==> src/hdl/mm4_pkg.sv <==
// Shared types and constants for the 4x4 fixed-point matrix multiplier.
package mm4_pkg;

    localparam int VALUE_WIDTH = 32;
    localparam int FRAC_BITS   = 16;
    localparam int DATA_W      = 32;
    localparam int MAT_DIM     = 4;
    localparam int MAT_SIZE    = MAT_DIM * MAT_DIM;
    localparam int IDX_W       = $clog2(MAT_SIZE);
    localparam int EIDX_W      = IDX_W + 1;
    localparam int DIM_W       = $clog2(MAT_DIM);
    localparam int STEP_W      = IDX_W + DIM_W;
    localparam int PROD_W      = 2 * VALUE_WIDTH;
    localparam int ACC_W       = PROD_W + 2;

    localparam logic [EIDX_W-1:0] START_INDEX  = EIDX_W'(2 * MAT_SIZE - 1);
    localparam logic [IDX_W-1:0]  LAST_PRODUCT = IDX_W'(MAT_SIZE - 1);
    localparam logic [STEP_W-1:0] LAST_STEP    = {STEP_W{1'b1}};
    localparam logic [DIM_W-1:0]  FIRST_TERM   = '0;
    localparam logic [DIM_W-1:0]  LAST_TERM    = {DIM_W{1'b1}};

    localparam logic signed [VALUE_WIDTH-1:0] VAL_MAX = {1'b0, {(VALUE_WIDTH-1){1'b1}}};
    localparam logic signed [VALUE_WIDTH-1:0] VAL_MIN = ~VAL_MAX;
    localparam logic signed [ACC_W-1:0]       ACC_MAX = ACC_W'(VAL_MAX);
    localparam logic signed [ACC_W-1:0]       ACC_MIN = ACC_W'(VAL_MIN);

    typedef struct packed {
        logic signed [DATA_W-1:0] element_value;
        logic [EIDX_W-1:0]        element_index;
    } t_in_item;

    typedef struct packed {
        logic signed [DATA_W-1:0] product_value;
        logic [IDX_W-1:0]         product_index;
        logic                     saturated;
        logic                     last;
    } t_out_item;

    typedef struct packed {
        logic             valid;
        logic             first;
        logic             done;
        logic [IDX_W-1:0] idx;
    } t_mac_ctl;

    typedef struct packed {
        logic                          valid;
        logic signed [VALUE_WIDTH-1:0] value;
        logic                          sat;
        logic [IDX_W-1:0]              idx;
    } t_mac_res;

    typedef enum logic {
        ST_IDLE,
        ST_RUN
    } t_seq_state;

endpackage

==> src/hdl/mm4_store.sv <==
// Operand memories for the left and right matrices, registered reads.
module mm4_store
    import mm4_pkg::*;
(
    input  logic                          i_clk,
    input  logic                          i_wr_en,
    input  logic [EIDX_W-1:0]             i_wr_idx,
    input  logic signed [VALUE_WIDTH-1:0] i_wr_data,
    input  logic                          i_rd_en,
    input  logic [IDX_W-1:0]              i_rd_addr_a,
    input  logic [IDX_W-1:0]              i_rd_addr_b,
    output logic signed [VALUE_WIDTH-1:0] o_rd_a,
    output logic signed [VALUE_WIDTH-1:0] o_rd_b
);

    logic signed [VALUE_WIDTH-1:0] r_left  [MAT_SIZE];
    logic signed [VALUE_WIDTH-1:0] r_right [MAT_SIZE];

    always_ff @(posedge i_clk) begin
        if (i_wr_en) begin
            if (i_wr_idx[EIDX_W-1]) begin
                r_right[i_wr_idx[IDX_W-1:0]] <= i_wr_data;
            end else begin
                r_left[i_wr_idx[IDX_W-1:0]] <= i_wr_data;
            end
        end
    end

    always_ff @(posedge i_clk) begin
        if (i_rd_en) begin
            o_rd_a <= r_left[i_rd_addr_a];
            o_rd_b <= r_right[i_rd_addr_b];
        end
    end

endmodule

==> src/hdl/mm4_mac.sv <==
// Shared multiply-accumulate unit with shift and saturation.
module mm4_mac
    import mm4_pkg::*;
(
    input  logic                          i_clk,
    input  logic                          i_rst_n,
    input  logic                          i_en,
    input  t_mac_ctl                      i_ctl,
    input  logic signed [VALUE_WIDTH-1:0] i_a,
    input  logic signed [VALUE_WIDTH-1:0] i_b,
    output t_mac_res                      o_res,
    output logic                          o_busy
);

    t_mac_ctl                 r_c1;
    t_mac_ctl                 r_c2;
    t_mac_ctl                 r_c3;
    logic signed [PROD_W-1:0] r_prod;
    logic signed [ACC_W-1:0]  r_acc;
    logic signed [PROD_W-1:0] w_prod;
    logic signed [ACC_W-1:0]  w_shift;
    logic                     w_hi;
    logic                     w_lo;

    assign w_prod = i_a * i_b;

    always_ff @(posedge i_clk) begin
        if (!i_rst_n) begin
            r_c1 <= '0;
            r_c2 <= '0;
            r_c3 <= '0;
        end else if (i_en) begin
            r_c1 <= i_ctl;
            r_c2 <= r_c1;
            r_c3 <= r_c2;
        end
    end

    always_ff @(posedge i_clk) begin
        if (i_en) begin
            r_prod <= w_prod;
            if (r_c2.valid) begin
                if (r_c2.first) begin
                    r_acc <= ACC_W'(r_prod);
                end else begin
                    r_acc <= r_acc + ACC_W'(r_prod);
                end
            end
        end
    end

    assign w_shift = r_acc >>> FRAC_BITS;
    assign w_hi    = w_shift > ACC_MAX;
    assign w_lo    = w_shift < ACC_MIN;

    always_comb begin
        o_res.valid = r_c3.valid && r_c3.done;
        o_res.idx   = r_c3.idx;
        o_res.sat   = w_hi || w_lo;
        if (w_hi) begin
            o_res.value = VAL_MAX;
        end else if (w_lo) begin
            o_res.value = VAL_MIN;
        end else begin
            o_res.value = w_shift[VALUE_WIDTH-1:0];
        end
    end

    assign o_busy = r_c1.valid || r_c2.valid || r_c3.valid;

endmodule

==> src/hdl/matrix_multiply_4x4_top.sv <==
// Each element transfer is written to an operand store; index 31 starts a compute whose
// results, four products each, pass the store read, product, accumulator and output
// registers, the 16th flagged last. Throughput: one load per cycle unless stalled; a
// compute stalls input until its 64 multiply-accumulates on the single multiplier end.
// Output stall freezes the whole compute pipeline.
// Reset (synchronous, active low) clears control state; matrix stores are not cleared.
module matrix_multiply_4x4_top
    import mm4_pkg::*;
(
    input  logic      i_clk,
    input  logic      i_rst_n,
    input  logic      i_in_valid,
    output logic      o_in_stall,
    input  t_in_item  i_in_item,
    output logic      o_out_valid,
    input  logic      i_out_stall,
    output t_out_item o_out_item
);

    t_seq_state                    r_state;
    t_seq_state                    n_state;
    logic [STEP_W-1:0]             r_step;
    logic [STEP_W-1:0]             n_step;
    logic                          r_out_valid;
    t_out_item                     r_out_item;
    logic                          w_adv;
    logic                          w_in_xfer;
    logic                          w_mac_busy;
    t_mac_ctl                      w_ctl;
    t_mac_res                      w_res;
    logic [IDX_W-1:0]              w_addr_a;
    logic [IDX_W-1:0]              w_addr_b;
    logic signed [VALUE_WIDTH-1:0] w_rd_a;
    logic signed [VALUE_WIDTH-1:0] w_rd_b;
    logic [DIM_W-1:0]              w_term;

    assign w_adv      = !r_out_valid || !i_out_stall;
    assign o_in_stall = (r_state == ST_RUN) || w_mac_busy;
    assign w_in_xfer  = i_in_valid && !o_in_stall;
    assign w_term     = r_step[DIM_W-1:0];
    assign w_addr_a   = {w_term, r_step[IDX_W-1:DIM_W]};
    assign w_addr_b   = {r_step[STEP_W-1:IDX_W], w_term};

    always_ff @(posedge i_clk) begin
        if (!i_rst_n) begin
            r_state <= ST_IDLE;
            r_step  <= '0;
        end else begin
            r_state <= n_state;
            r_step  <= n_step;
        end
    end

    always_comb begin
        n_state     = r_state;
        n_step      = r_step;
        w_ctl.valid = 1'b0;
        w_ctl.first = w_term == FIRST_TERM;
        w_ctl.done  = w_term == LAST_TERM;
        w_ctl.idx   = r_step[STEP_W-1:DIM_W];
        case (r_state)
            ST_IDLE: begin
                if (w_in_xfer && i_in_item.element_index == START_INDEX) begin
                    n_state = ST_RUN;
                    n_step  = '0;
                end
            end
            ST_RUN: begin
                if (w_adv) begin
                    w_ctl.valid = 1'b1;
                    n_step      = r_step + STEP_W'(1);
                    if (r_step == LAST_STEP) begin
                        n_state = ST_IDLE;
                    end
                end
            end
            default: begin
                n_state = ST_IDLE;
            end
        endcase
    end

    mm4_store u_store (
        .i_clk       (i_clk),
        .i_wr_en     (w_in_xfer),
        .i_wr_idx    (i_in_item.element_index),
        .i_wr_data   (i_in_item.element_value[VALUE_WIDTH-1:0]),
        .i_rd_en     (w_adv),
        .i_rd_addr_a (w_addr_a),
        .i_rd_addr_b (w_addr_b),
        .o_rd_a      (w_rd_a),
        .o_rd_b      (w_rd_b)
    );

    mm4_mac u_mac (
        .i_clk   (i_clk),
        .i_rst_n (i_rst_n),
        .i_en    (w_adv),
        .i_ctl   (w_ctl),
        .i_a     (w_rd_a),
        .i_b     (w_rd_b),
        .o_res   (w_res),
        .o_busy  (w_mac_busy)
    );

    always_ff @(posedge i_clk) begin
        if (!i_rst_n) begin
            r_out_valid <= 1'b0;
        end else if (w_adv) begin
            r_out_valid <= w_res.valid;
        end
    end

    always_ff @(posedge i_clk) begin
        if (w_adv && w_res.valid) begin
            r_out_item.product_value <= DATA_W'(w_res.value);
            r_out_item.product_index <= w_res.idx;
            r_out_item.saturated     <= w_res.sat;
            r_out_item.last          <= w_res.idx == LAST_PRODUCT;
        end
    end

    assign o_out_valid = r_out_valid;
    assign o_out_item  = r_out_item;

endmodule

==> config.mk <==
export PLATFORM = sky130hd
export DESIGN_NAME = matrix_multiply_4x4_top
export DESIGN_NICKNAME = d
export VERILOG_FILES = /design/src/hdl/mm4_pkg.sv /design/src/hdl/mm4_store.sv /design/src/hdl/mm4_mac.sv /design/src/hdl/matrix_multiply_4x4_top.sv
export SDC_FILE = /design/constraint.sdc
export NUM_CORES = 2
export LEC_CHECK = 0
export BUFFER_PORTS_ARGS = -buffer_cell sky130_fd_sc_hd__buf_2
export CAP_MARGIN = 20
export CORE_MARGIN = 2
export CORE_UTILIZATION = 25
export DETAILED_ROUTE_END_ITERATION = 7
export PLACE_DENSITY = 0.36
export SKIP_CTS_REPAIR_TIMING = 1
export SYNTH_ARGS = -nofsm -noshare
export SYNTH_HDL_FRONTEND = slang
export SYNTH_SLANG_ARGS = --single-unit
==> constraint.sdc <==
create_clock -name i_clk -period 16.75 [get_ports i_clk]
set_input_delay 1.675 -clock i_clk [delete_from_list [all_inputs] [get_ports i_clk]]
set_output_delay 1.675 -clock i_clk [all_outputs]
set_load 0.005 [all_outputs]
==> flow_summary.yaml <==
place:
  dp.final_hpwl_um: 178000
  port_buffers: 80
  place_inst: 10900
  dpl_cell_area_um2: 93500
  place_congestion: 0.780
  dp_slack_ns: 7.50
sta:
  period_share: 0.546
  tightestPinTransition_ns: 0.971
  grt_setup_unrepaired: "no"
  finalHoldViolations: 0
  tns_ns: 0
  drv_slew: 0
  setup_slack_ns: 7.60
  max_slew_margin: 0.353
  min_period_ns: 9.15
  finalSetupViolations: 0
  skew_ns: 0.106
  clock.fmax_mhz: 109
critical_path:
  rrSetupSlack_ns: 7.60
  timing.rr.end: "u_mac.r_prod[62]"
  crit_path_end_kind: "flop"
  reg2reg_from: "u_store.o_rd_b[5]"
  ff2ff_path_depth: 26
  cp.required_ns: 17.24
  cp.arrival_ns: 9.64
  worstSetupStartpointType: "flop"
  critPathKind: "flop to flop"
  critical-path-top-delay-family: "adder cells"
  critical_path.max_fanout: 32
  cp_common_cell: "fa_1"
  crit_slowest_cell: "fa_1"
  max_stage_delay_ns: 1.15
  cp_num_buf_inv: 6
cells_and_area:
  fin_cells: 11200
  area_growth_pct: 12.5
  final-seq-area_um2: 38300
  num-fill-cells: 35600
  multi_input_area_um2: 44300
  drive_above_1_share: 0.123
  fin_nets: 7882
  final_area_um2: 98300
power:
  pwr_density_cell_nw_per_um2: 179
  p_total_mw: 17.6
  max-vdd-ir-drop_v: 0.000230
  p_leak_nw: 37.2
die:
  die_w_um: 595
  ioPinCount: 81
  fp.coreArea_um2: 349000
  die_y_um: 595
  initial_core_util: 0.251
  rows: 217
  die-area_um2: 354000
hold_path:
  hold_class: "flop to flop"
  min_path_cells: 2
  hold_path_end: "u_mac.r_c1[0]"
  min-delay-start: "u_mac.r_c1[0]"
job:
  drv_cap: 0
global_route:
  grtUsageTotal: 0.148
  antenna_found_initial: 40
  grt_pass1_wl_um: 388000
  grt_max_degree: 91
  grt_pass1_vias: 55400
  grt_overflow: 0
logic_synthesis:
  synthTopCellsByArea: "edfxtp_1, fa_1, mux4_2"
  syn_avg_cell_area_um2: 13.5
  synth_nets: 7841
  synth_edf_count: 1256
  synth_top_area_share: 0.432
  yosysSeqAreaShare: 0.438
  synth_top_flop_cell: "edfxtp_1"
  syn_inst: 6466
  netlist_area_um2: 87400
  ys_async_sr_fraction: 0
  synth_cell_type_count: 82
  yosys.area.top_type: "edfxtp_1"
  yosysWarnings: 0
  synth-seq-cells: 1284
outcome:
  status: "finished, final reports clean"
route:
  ant_nets: 0
  drc: 0
  wl_um: 261000
  routed_via_density: 4.43
  first_pass_iters: 5
  vias: 49700
  drt-initial-drc-count: 3130
  wl_per_cell_um: 23.3
clock_network:
  clk_latency_ns: 0.85
  numCtsBuffers: 159
  tritoncts: "done"
  clk_pin_slew_ns: 0.06
  htree_levels: 4
  clockBufferDepth: 4
  root_buffer: "clkbuf_16"
  cts_sinks: 1284
-- Yosys cell counts (9+ instances only) --
library cell	count
edfxtp_1	1256
fa_1	1083
inv_1	989
nand2_1	723
and2_1	528
mux4_2	320
clkbuf_1	288
ha_1	251
a21oi_1	136
o21ai_0	123
nor2_1	122
xnor2_1	81
a21o_1	55
xor2_1	39
nor3_1	35
nand3_1	34
nand2b_1	30
nand4_1	30
a21boi_0	28
dfxtp_1	28
buf_1	25
nor2b_1	17
o21bai_1	16
and3_1	15
buf_2	15
o21a_1	15
o31ai_1	15
a211oi_1	14
o211ai_1	13
a31oi_1	12
o21ai_1	9
or3_1	9
-- worst min-delay path: stages, from the launching register on --
cell      delay [ns]
dfxtp_1         0.31
nand2_1         0.05
a21boi_0        0.06
-- power by group --
group / total, mW / internal [mW] / switching (mW) / leakage (nW)
registers: 4.21 / 4.14 / 0.0709 / 11.7
clock network: 3.19 / 1.85 / 1.34 / 2.30
logic: 10.2 / 4.19 / 6.03 / 23.1
-- logic make-up after synthesis --
family	share of synthesized area
xor gates and xnor gates	0.0120
DFF	0.438
adders and majority gates	0.284
AOI/OAI and AO/OA	0.0364
buffers and inverters	0.0571
muxes	0.0836
and+or+nand+nor	0.0887
-- through the flow --
stage	hold slack (ns)	utilization
final	0.460	0.282
after global placement	0.443	0.268
after global routing	0.474	0.282
after floorplan	0.422	-
after detailed placement	0.449	0.268
after CTS	0.465	0.282
-- layout by cell type, fill, tap and decap left out, types with 55 or more instances in the layout --
master,Yosys,final
nor2_1,122,98
fa_1,1083,1083
a21oi_1,136,136
ha_1,251,251
edfxtp_1,1256,1256
buf_2,15,80
clkbuf_16,0,164
mux4_2,320,320
buf_4,2,129
o21ai_0,123,123
a21o_1,55,55
nand2_1,723,723
xnor2_1,81,81
and2_1,528,527
inv_1,989,988
-- flip-flops by register name (all words and copies together), names as in the netlist, 6 cells and up --
register	count
o_out_item	38
r_step	6
u_mac.r_acc	66
u_mac.r_c1	7
u_mac.r_c2	7
u_mac.r_prod	64
u_store.o_rd_a	32
u_store.o_rd_b	32
u_store.r_left	512
u_store.r_right	512
-- area by class of cell --
type,instances,share of cell area
multi-input cells,3861,0.451
repair buffers,210,0.0142
clock inverters,62,0.00449
clock buffers,204,0.0435
inverters,991,0.0379
well taps,4599,0.0585
diodes,19,0.000484
flip-flops and latches,1284,0.390
-- worst max path at each step --
stage                  startpoint               end  slack [ns]  depth (start not counted)
3_3_place_gp    u_store.o_rd_b[5]  u_mac.r_prod[62]        7.54                         26
5_1_grt         u_store.o_rd_b[5]  u_mac.r_prod[62]        7.04                         26
2_1_floorplan  u_store.o_rd_a[31]  u_mac.r_prod[63]        8.66                         28
6_report        u_store.o_rd_b[5]  u_mac.r_prod[62]        7.60                         26
3_5_place_dp    u_store.o_rd_b[5]  u_mac.r_prod[62]        7.50                         26
4_1_cts         u_store.o_rd_b[5]  u_mac.r_prod[62]        7.45                         26
-- per-layer routing --
| layer | GRT usage | vias up | wire length (um) |
|---|---|---|---|
| met5 | 0 | - | 59 |
| met4 | 0.0313 | 8 | 5570 |
| met3 | 0.0231 | 322 | 12500 |
| met2 | 0.243 | 1050 | 122000 |
| met1 | 0.207 | 26600 | 121000 |
| li1 | - | 21700 | - |
No activity file was read; power rests on OpenSTA's default activity.
